$ cat config.mk
export PLATFORM = sky130hd
export DESIGN_NAME = modular_exponentiation_core
export DESIGN_NICKNAME = d
export VERILOG_FILES = /design/src/hdl/mme_pkg.sv /design/src/hdl/mme_mulmod.sv /design/src/hdl/modular_exponentiation_core.sv
export SDC_FILE = /design/constraint.sdc
export NUM_CORES = 1
export LEC_CHECK = 0
export ABC_CLOCK_PERIOD_IN_PS = 8300
export BUFFER_PORTS_ARGS = -buffer_cell sky130_fd_sc_hd__buf_2
export CAP_MARGIN = 40
export CORE_ASPECT_RATIO = 1.5
export CORE_MARGIN = 8
export CORE_UTILIZATION = 30
export DETAILED_ROUTE_END_ITERATION = 7
export GPL_TIMING_DRIVEN = 0
export PLACE_DENSITY_LB_ADDON = 0.15
export SYNTH_ARGS = -nofsm -noshare
export SYNTH_HDL_FRONTEND = slang
export SYNTH_HIERARCHICAL = 1
export SYNTH_SLANG_ARGS = --single-unit
$ cat constraint.sdc
create_clock -name clk -period 8.3 [get_ports clk]
set_clock_uncertainty 0.2 [all_clocks]
set_input_delay 1.245 -clock clk [delete_from_list [all_inputs] [get_ports clk]]
set_output_delay 1.245 -clock clk [all_outputs]
set_load 0.02 [all_outputs]
$ cat src/hdl/mme_pkg.sv
`default_nettype none

package mme_pkg;

    // Operand and modulus width
    localparam int WIDTH = 32;

    // Bit counter width for one bit-serial product
    localparam int CNT_W = $clog2(WIDTH);

    // Input word: base in the low half, exponent in the high half
    localparam int IN_W = 2 * WIDTH;

    // Modulus after reset
    localparam logic [WIDTH-1:0] MOD_RESET = WIDTH'(23);

endpackage

`default_nettype wire

$ cat src/hdl/mme_mulmod.sv
`default_nettype none

// Interleaved modular multiplier: one bit of the multiplier a cycle, MSB first.
// Operand a and the modulus must hold steady while busy; b is captured on start.
module mme_mulmod
    import mme_pkg::*;
(
    input  wire logic             clk,
    input  wire logic             rst_n,
    input  wire logic             start,
    input  wire logic [WIDTH-1:0] a,
    input  wire logic [WIDTH-1:0] b,
    input  wire logic [WIDTH-1:0] m,
    output logic                  done,
    output logic [WIDTH-1:0]      product
);

    localparam int SUM_W = WIDTH + 2;

    logic [WIDTH-1:0] acc_reg;
    logic [WIDTH-1:0] acc_next;
    logic [WIDTH-1:0] b_sh_reg;
    logic [CNT_W-1:0] cnt_reg;
    logic             busy_reg;
    logic             done_reg;

    logic [SUM_W-1:0] t;
    logic [SUM_W-1:0] m1;
    logic [SUM_W-1:0] m2;
    logic [SUM_W-1:0] t_sel;

    // 2*acc + bit*a stays below 3m, so at most two subtractions of m are needed
    always_comb
    begin
        t  = {1'b0, acc_reg, 1'b0} + {2'b00, (b_sh_reg[WIDTH-1] ? a : '0)};
        m1 = {2'b00, m};
        m2 = {1'b0, m, 1'b0};
        if (t >= m2)
        begin
            t_sel = t - m2;
        end
        else if (t >= m1)
        begin
            t_sel = t - m1;
        end
        else
        begin
            t_sel = t;
        end
        acc_next = t_sel[WIDTH-1:0];
    end

    always_ff @(posedge clk or negedge rst_n)
    begin
        if (!rst_n)
        begin
            busy_reg <= 1'b0;
            done_reg <= 1'b0;
            cnt_reg  <= '0;
        end
        else
        begin
            done_reg <= 1'b0;
            if (start)
            begin
                busy_reg <= 1'b1;
                cnt_reg  <= '0;
            end
            else if (busy_reg)
            begin
                cnt_reg <= cnt_reg + CNT_W'(1);
                if (cnt_reg == CNT_W'(WIDTH - 1))
                begin
                    busy_reg <= 1'b0;
                    done_reg <= 1'b1;
                end
            end
        end
    end

    always_ff @(posedge clk)
    begin
        if (start)
        begin
            acc_reg  <= '0;
            b_sh_reg <= b;
        end
        else if (busy_reg)
        begin
            acc_reg  <= acc_next;
            b_sh_reg <= {b_sh_reg[WIDTH-2:0], 1'b0};
        end
    end

    assign done    = done_reg;
    assign product = acc_reg;

endmodule

`default_nettype wire

$ cat src/hdl/modular_exponentiation_core.sv
// Work: one reduction of the base plus k modular products (k up to 2 * WIDTH - 1) over an
// n-bit exponent; exponent zero or modulus zero skips the multiplier and goes straight
// to the finish state.
// Throughput: one word at a time; the single bit-serial multiplier sets the pace.
// Reset: rst_n asynchronous, active low; clears control and loads modulus 23.
`default_nettype none

module modular_exponentiation_core
    import mme_pkg::*;
(
    input  wire logic             clk,
    input  wire logic             rst_n,
    // configuration: modulus
    input  wire logic             cfg_valid,
    output logic                  cfg_ready,
    input  wire logic [WIDTH-1:0] cfg_data,
    // input words
    input  wire logic             s_tvalid,
    output logic                  s_tready,
    input  wire logic [IN_W-1:0]  s_tdata,   // base_value, exponent
    // result words
    output logic                  m_tvalid,
    input  wire logic             m_tready,
    output logic [WIDTH-1:0]      m_tdata    // power_result
);

    typedef enum logic [2:0] {
        S_IDLE,
        S_REDUCE,
        S_STEP,
        S_MUL,
        S_SQR,
        S_FINISH
    } state_t;

    state_t           state_reg;
    logic [WIDTH-1:0] modulus_reg;
    logic [WIDTH-1:0] r_reg;      // running result
    logic [WIDTH-1:0] b_reg;      // current square (raw base before reduction)
    logic [WIDTH-1:0] e_reg;      // exponent bits still to scan
    logic             start_reg;
    logic             out_valid_reg;
    logic [WIDTH-1:0] out_data_reg;

    logic [WIDTH-1:0] in_base;
    logic [WIDTH-1:0] in_exp;
    logic [WIDTH-1:0] mul_a;
    logic             mul_done;
    logic [WIDTH-1:0] mul_product;
    logic             out_free;

    assign in_base  = s_tdata[WIDTH-1:0];
    assign in_exp   = s_tdata[IN_W-1:WIDTH];
    assign out_free = !out_valid_reg || m_tready;

    // Squaring feeds the square on both sides; otherwise the running result
    // is the multiplicand. During reduction r holds (1 mod m), so the product
    // is the base reduced by the modulus.
    assign mul_a = (state_reg == S_SQR) ? b_reg : r_reg;

    mme_mulmod u_mulmod (
        .clk     (clk),
        .rst_n   (rst_n),
        .start   (start_reg),
        .a       (mul_a),
        .b       (b_reg),
        .m       (modulus_reg),
        .done    (mul_done),
        .product (mul_product)
    );

    // The user must change the modulus only while idle; the block does not enforce it, cfg_ready stays high
    assign cfg_ready = 1'b1;

    always_ff @(posedge clk or negedge rst_n)
    begin
        if (!rst_n)
        begin
            modulus_reg <= MOD_RESET;
        end
        else if (cfg_valid)
        begin
            modulus_reg <= cfg_data;
        end
    end

    always_ff @(posedge clk or negedge rst_n)
    begin
        if (!rst_n)
        begin
            state_reg     <= S_IDLE;
            start_reg     <= 1'b0;
            out_valid_reg <= 1'b0;
            r_reg         <= '0;
            b_reg         <= '0;
            e_reg         <= '0;
            out_data_reg  <= '0;
        end
        else
        begin
            start_reg <= 1'b0;
            if (out_valid_reg && m_tready)
            begin
                out_valid_reg <= 1'b0;
            end

            case (state_reg)
                S_IDLE:
                begin
                    if (s_tvalid)
                    begin
                        b_reg <= in_base;
                        e_reg <= in_exp;
                        if (in_exp == '0)
                        begin
                            // exponent zero gives one for every modulus
                            r_reg     <= WIDTH'(1);
                            state_reg <= S_FINISH;
                        end
                        else if (modulus_reg == '0)
                        begin
                            r_reg     <= '0;
                            state_reg <= S_FINISH;
                        end
                        else
                        begin
                            // r starts at 1 mod m: zero when the modulus is one
                            r_reg     <= (modulus_reg == WIDTH'(1)) ? '0 : WIDTH'(1);
                            start_reg <= 1'b1;
                            state_reg <= S_REDUCE;
                        end
                    end
                end

                S_REDUCE:
                begin
                    if (mul_done)
                    begin
                        b_reg     <= mul_product;
                        state_reg <= S_STEP;
                    end
                end

                S_STEP:
                begin
                    // multiply on a set bit, then square
                    start_reg <= 1'b1;
                    state_reg <= e_reg[0] ? S_MUL : S_SQR;
                end

                S_MUL:
                begin
                    if (mul_done)
                    begin
                        r_reg <= mul_product;
                        if (e_reg[WIDTH-1:1] == '0)
                        begin
                            // last set bit: the final square is not needed
                            state_reg <= S_FINISH;
                        end
                        else
                        begin
                            start_reg <= 1'b1;
                            state_reg <= S_SQR;
                        end
                    end
                end

                S_SQR:
                begin
                    if (mul_done)
                    begin
                        b_reg     <= mul_product;
                        e_reg     <= {1'b0, e_reg[WIDTH-1:1]};
                        state_reg <= S_STEP;
                    end
                end

                S_FINISH:
                begin
                    // hold the result until the output register frees up
                    if (out_free)
                    begin
                        out_data_reg  <= r_reg;
                        out_valid_reg <= 1'b1;
                        state_reg     <= S_IDLE;
                    end
                end

                default:
                begin
                    state_reg <= S_IDLE;
                end
            endcase
        end
    end

    assign s_tready = (state_reg == S_IDLE);
    assign m_tvalid = out_valid_reg;
    assign m_tdata  = out_data_reg;

endmodule

`default_nettype wire

# After elaboration in Yosys (flattened, before gate mapping)
# Index checks and enable logic that the tools add are counted.
[op_classes] add_sub_neg=4 muxes=43 eq_ne=12 reduce_logical=17 magnitude_cmp=2
[ops] operator="two-way mux 32 bit" count=11
[ops] operator="one-hot mux 32 bit (2 select lines)" count=3
[ops] operator="logical NOT 32 bit" count=2
[ops] operator="subtractor 32 bit" count=2
[ops] operator="adder 33 x 32 -> 34 bit" count=1
[ops] operator="greater-or-equal comparator 34 x 32 -> 1 bit" count=1
[ops] operator="greater-or-equal comparator 34 x 33 -> 1 bit" count=1
[ops] operator="== test 32 x 1 -> 1 bit, second input constant" count=1
[ops] operator="logical NOT 31 bit" count=1
[ops] operator="two-way mux 3 bit" count=7
[ops] operator="two-way mux 1 bit" count=18
[ops] operator="one-hot mux 3 bit (5 select lines)" count=1
[ops] operator="two-way mux 5 bit" count=2
[ops] operator="AND reduction 3 bit" count=3
[ops] operator="nonzero test 2 bit" count=4
[ops] operator="== test 3 x 2 -> 1 bit, second input constant" count=2
[ops] operator="== test 3 bit, second input constant" count=2
[ops] operator="inequality test 2 x 1 -> 1 bit, second input constant" count=3
[ops] operator="adder 5 x 1 -> 5 bit, second input constant" count=1
[ops] operator="== test 5 bit, second input constant" count=1
[ops] operator="inequality test 2 bit, second input constant" count=2
[ops] operator="AND reduction 4 bit" count=1
[ops] operator="== test 3 x 1 -> 1 bit, second input constant" count=1
[ops] operator="logical NOT 3 bit" count=1
[ops] operator="other kinds (6)" count=6
[word_totals] in_bits=101 output_inout_bits=35 regBits=236 word_cells=91

# Depth between registers and ports, before layout
[depth] depth_word=7 mapped_depth=30

# Cells and area by module
# Netlist, hierarchy kept.
[by_module_without_submodules] module="mme_mulmod" cells_per_inst=1017 area_each_um2=8316.7 instances=1
[by_module_without_submodules] module="modular_exponentiation_core" cells_per_inst=671 area_each_um2=7577.3 instances=1

# Least setup slack after synthesis
# OpenSTA, ideal clock, no wires.
[synth_path] path_type="register to register" startpoint="register state_reg[1]" endpoint="register u_mulmod.acc_reg[9], in the netlist u_mulmod/product[9]" path_buffers=4 t_arrival_ns=5.706 synth_period_minus_slack_ns=6.010 stages_incl_launch_ff=27 required_ns=7.997 path_slack_ns=2.290 cell_sequence="dfrtp_1 -> buf_4 -> nor2_1 -> and2_1 -> buf_4 -> buf_6 -> mux2_2 -> and2_1 -> ha_1 -> a211oi_2 -> o21ai_1 -> a221o_1 -> or2_2 -> a21oi_1 -> o21ai_0 -> xor2_1 -> ha_1 -> nand4_1 -> nor3_1 -> nand4_1 -> or4_1 -> and3_1 -> o21ai_0 -> a221oi_2 -> and2_1 -> buf_2 -> a2111oi_2"
[synth_via] elab_chain_len=7 elab_cells_between_ends=10
[synth_lines] item="start, declared" line_no="modular_exponentiation_core.sv:36" text="state_t state_reg;"
[synth_lines] item="start signal, assigned" line_no="modular_exponentiation_core.sv:148" text="state_reg <= e_reg[0] ? S_MUL : S_SQR;"
[synth_lines] item="== test 3 bit (*)" line_no="modular_exponentiation_core.sv:59" text="assign mul_a = (state_reg == S_SQR) ? b_reg : r_reg;"
[synth_lines] item="two-way mux 32 bit (*)" line_no="modular_exponentiation_core.sv:59"
[synth_lines] item="named net mul_a[10]" line_no="modular_exponentiation_core.sv:47" text="logic [WIDTH-1:0] mul_a;"
[synth_lines] item="two-way mux 32 bit (*)" line_no="mme_mulmod.sv:35" text="t = {1'b0, acc_reg, 1'b0} + {2'b00, (b_sh_reg[WIDTH-1] ? a : '0)};"
[synth_lines] item="adder 33 x 32 -> 34 bit (*)" line_no="mme_mulmod.sv:35"
[synth_lines] item="greater-or-equal comparator 34 x 32 -> 1 bit" line_no="mme_mulmod.sv:42" text="else if (t >= m1)"
[synth_lines] item="two-way mux 32 bit" line_no="mme_mulmod.sv:42"
[synth_lines] item="two-way mux 32 bit (*)" line_no="mme_mulmod.sv:38" text="if (t >= m2)"
[synth_lines] item="end signal, assigned" line_no="mme_mulmod.sv:90" text="acc_reg <= acc_next;"
[synth_lines] item="end, declared" line_no="mme_mulmod.sv:20" text="logic [WIDTH-1:0] acc_reg;"
# The timed path passes the listed nets; every way through them passes the cells marked *.
# A chain may end at the register's enable or synchronous reset.

# Worst setup path after layout
[layout_path] startpoint="register state_reg[1]" endpoint="register u_mulmod.acc_reg[13], in the netlist u_mulmod/product[13]"
[layout_via] elab_chain_len=7 elab_cells_between_ends=10
[layout_lines] item="== test 3 bit (*)" line_no="modular_exponentiation_core.sv:59"
[layout_lines] item="two-way mux 32 bit (*)" line_no="modular_exponentiation_core.sv:59"
[layout_lines] item="named net mul_a[10]" line_no="modular_exponentiation_core.sv:47"
[layout_lines] item="two-way mux 32 bit (*)" line_no="mme_mulmod.sv:35"
[layout_lines] item="adder 33 x 32 -> 34 bit (*)" line_no="mme_mulmod.sv:35"
[layout_lines] item="subtractor 32 bit or greater-or-equal comparator 34 x 32 -> 1 bit (tied branches)" line_no="mme_mulmod.sv:44, mme_mulmod.sv:42"
[layout_lines] item="two-way mux 32 bit" line_no="mme_mulmod.sv:42"
[layout_lines] item="two-way mux 32 bit (*)" line_no="mme_mulmod.sv:38"
# Marked as above.

==> impl_metrics.tcl <==
set metrics [dict create \
    fmax_mhz 126 \
    period_share_pct 95.5 \
    hold_viol 0 \
    grt_overflow_total 0 \
    powerDensity_mw_per_mm2 347 \
    placed_area_mm2 0.0175 \
    numCtsBuffers 27 \
    cp_max_fo 10 \
    die_w_um 204 \
    muxShareOfSynthArea_pct 14.2 \
    synth-seq-area-share_pct 37.2 \
    setup_violations 0 \
    place_congestion 0.884 \
    status "completed" \
    syn_area_mm2 0.0159 \
    synth_top_area_share_pct 26.5 \
    cts_max_level 1 \
    synth_compound_area_share_pct 18.0 \
    clock_path_buffers 3 \
    dp_hpwl_mm 43.3 \
    total_leakage_power_nw 8.26 \
    hold_buffers 0 \
    tightest_slew_ns 0.903 \
    startpoint_type "flop" \
    core_area_mm2 0.0525 \
    synthTopCellsByArea "dfrtp_1 (26%), mux2_2 (9.0%), ha_1 (7.6%)" \
    wire_per_inst_um 21.0 \
    grt_use_total_pct 17.3 \
    synth_top_family_by_area "compound AO/OA/AOI/OAI gates" \
    crit_type "reg -> reg" \
    fp.dieH_um 298 \
    first_global_vias 13784 \
    synth_edf_count 32 \
    drive_gt1_share_pct 20.1 \
    area_growth_pct 15.5 \
    slew_headroom_pct 39.4 \
    synth.most_common_cell "nand2_1" \
    async_reset_ff_share_pct 72.9 \
    initial_core_util_pct 30.3 \
    yosys_most_used_dff "dfrtp_1" \
    synth_xor_area_share_pct 4.57 \
    avgSynthCellArea_um2 9.42 \
    drv_slew 0 \
    fill_cells 5410 \
    stdcell_area_mm2 0.0184 \
    first_iter_violations 644 \
    clk_pin_slew_ns 0.06 \
    grt_pass1_wl_mm 82.6 \
    cap_violations 0 \
    ys_seq_elements 236 \
    cts_root_buffer "clkbuf_16" \
    dieArea_mm2 0.0608 \
    final_nets 2057 \
    vias 13317 \
    rsz0062_at_grt "no" \
    place_ws_ns 0.186 \
    port_buffers 133 \
    antenna_found_initial 9 \
    cts_tree "built" \
    yosys.area.top_type "dfrtp_1" \
    drcViolationCount 0 \
    ant_nets 0 \
    drt_wl_total_mm 53.9 \
    syn_inst 1688 \
    cp-end-kind "flop" \
    pin_count 136 \
    finalSetupTns_ns 0 \
    required_ns 8.58 \
    first_pass_iters 5 \
    multi_input_area_mm2 0.00931 \
    rows 103 \
    hold_class "reg -> reg" \
    regArea_mm2 0.00591 \
    grt_max_degree 96 \
    finalCriticalPeriod_ns 7.92 \
    crit_arrival_ns 8.21 \
    vias_per_cell 5.20 \
    synthAdderAreaFrac_pct 8.01 \
    clock_sinks 236 \
    synthTopCellsByCount "nand2_1 (196), dfrtp_1 (168), mux2_2 (127)" \
    synth_cell_type_count 80 \
    yosys_warnings 6 \
    fin_ws_ns 0.376 \
    total_power_mw 6.37 \
    ir_drop_mv 0.169 \
    yosys.area_share.simple_pct 13.6 \
    syn_nets 1889 \
    fin_util_pct 35.0 \
    clock_latency_ns 0.58 \
]
## metrics by stage
stage               std cells  hold WS [ns]
global route             2559         0.303
floorplan                1688         0.248
detailed placement       2509         0.272
global placement         2503         0.264
finish                   2562         0.284
CTS                      2559         0.286
## final cells by class
cell class	instances	area share [%]
multi-input cells	1311	50.7
flip-flops and latches	236	32.2
well taps	682	4.65
clock buffers	42	4.15
repair buffers	139	4.12
plain buffers	78	2.51
inverters	63	1.29
clock inverters	8	0.395
diodes	3	0.0409
## critical path, stage by stage (launching register included)
cell and delay (ns):
dfrtp_1 0.42, buf_4 0.19, nor2_1 0.13, and2_1 0.13, buf_4 0.27, buf_6 0.21, mux2_2 0.34, and2_1 0.15
ha_1 0.37, and3_1 0.27, nand4_1 0.15, a211oi_1 0.77, or2_2 0.24, a21oi_1 0.13, o31ai_1 0.40, xor2_1 0.39
ha_1 0.37, a21oi_1 0.17, o21ai_0 0.15, o41ai_1 0.49, and3_1 0.23, o21ai_0 0.10, a221oi_2 0.44, buf_4 0.29
buf_6 0.20, nand2_1 0.29, o221ai_1 0.29
## metal layers
| layer | track usage [%] | wire length [um] |
|---|---|---|
| met1 | 20.2 | 22300 |
| met4 | 5.70 | 1780 |
| met2 | 31.9 | 27700 |
| met5 | 0 | 64 |
| met3 | 2.37 | 2050 |
## layout by cell type (no fill, tap or decap), types with 10 or more instances in the layout
cell	Yosys	layout
a211oi_1	33	33
and2_1	39	39
mux2i_1	80	80
nand4_1	21	21
dfrtp_1	168	168
nor3_1	25	24
nand2b_1	15	15
nor2_1	87	86
inv_1	63	62
a21oi_1	100	100
nand2_1	196	196
edfxtp_1	32	32
a21o_1	30	30
xor2_1	32	32
clkbuf_1	33	45
o211ai_1	10	10
nor2b_1	14	14
and3_1	10	10
buf_4	12	13
nor4_1	23	23
xnor2_1	51	51
o21a_1	12	12
clkbuf_16	0	27
o21ai_1	79	79
dfxtp_1	32	32
o22ai_1	14	14
o21ai_0	86	86
mux2_2	127	127
buf_6	12	13
buf_2	16	148
ha_1	97	97
nand3_1	16	16
## cell families (layout without fill, tap and decap cells)
logic type,count (synthesis),after routing
and+or+nand+nor,464,464
AOI/OAI and AO/OA,454,454
DFF,236,236
muxes,209,209
buffers and inverters,141,330
adders and majority gates,100,100
xor gates and xnor gates,83,83
other,1,4
## report_power, final
part	switching [mW]	internal, mW
clock network	0.511	0.660
logic	1.99	1.35
registers	0.309	1.55
## final timing paths
| kind | startpoint | to | slack, ns | cells past startpoint |
|---|---|---|---|---|
| worst max register to register | state_reg[1]$_DFFE_PN0P_ | u_mulmod/product[13]$_SDFFE_PP0P_ | 0.38 | 26 |
| worst min register to register | m_tdata[1]$_DFFE_PN0P_ | m_tdata[1]$_DFFE_PN0P_ | 0.28 | 1 |
| min in group asynchronous | rst_n | modulus_reg[5]$_DFFE_PN0P_ | 0.44 | 1 |
| worst max-delay path | state_reg[1]$_DFFE_PN0P_ | u_mulmod/product[13]$_SDFFE_PP0P_ | 0.38 | 26 |
| max in group asynchronous | rst_n | m_tdata[29]$_DFFE_PN0P_ | 6.49 | 2 |
| worst min-delay path | m_tdata[1]$_DFFE_PN0P_ | m_tdata[1]$_DFFE_PN0P_ | 0.28 | 1 |
## what timing repair did
action	in CTS	in global routing
setup buffers	0	0
resized for setup	0	4
endpoints found under the setup margin	0	18
Power figures use the tool's default switching activity.
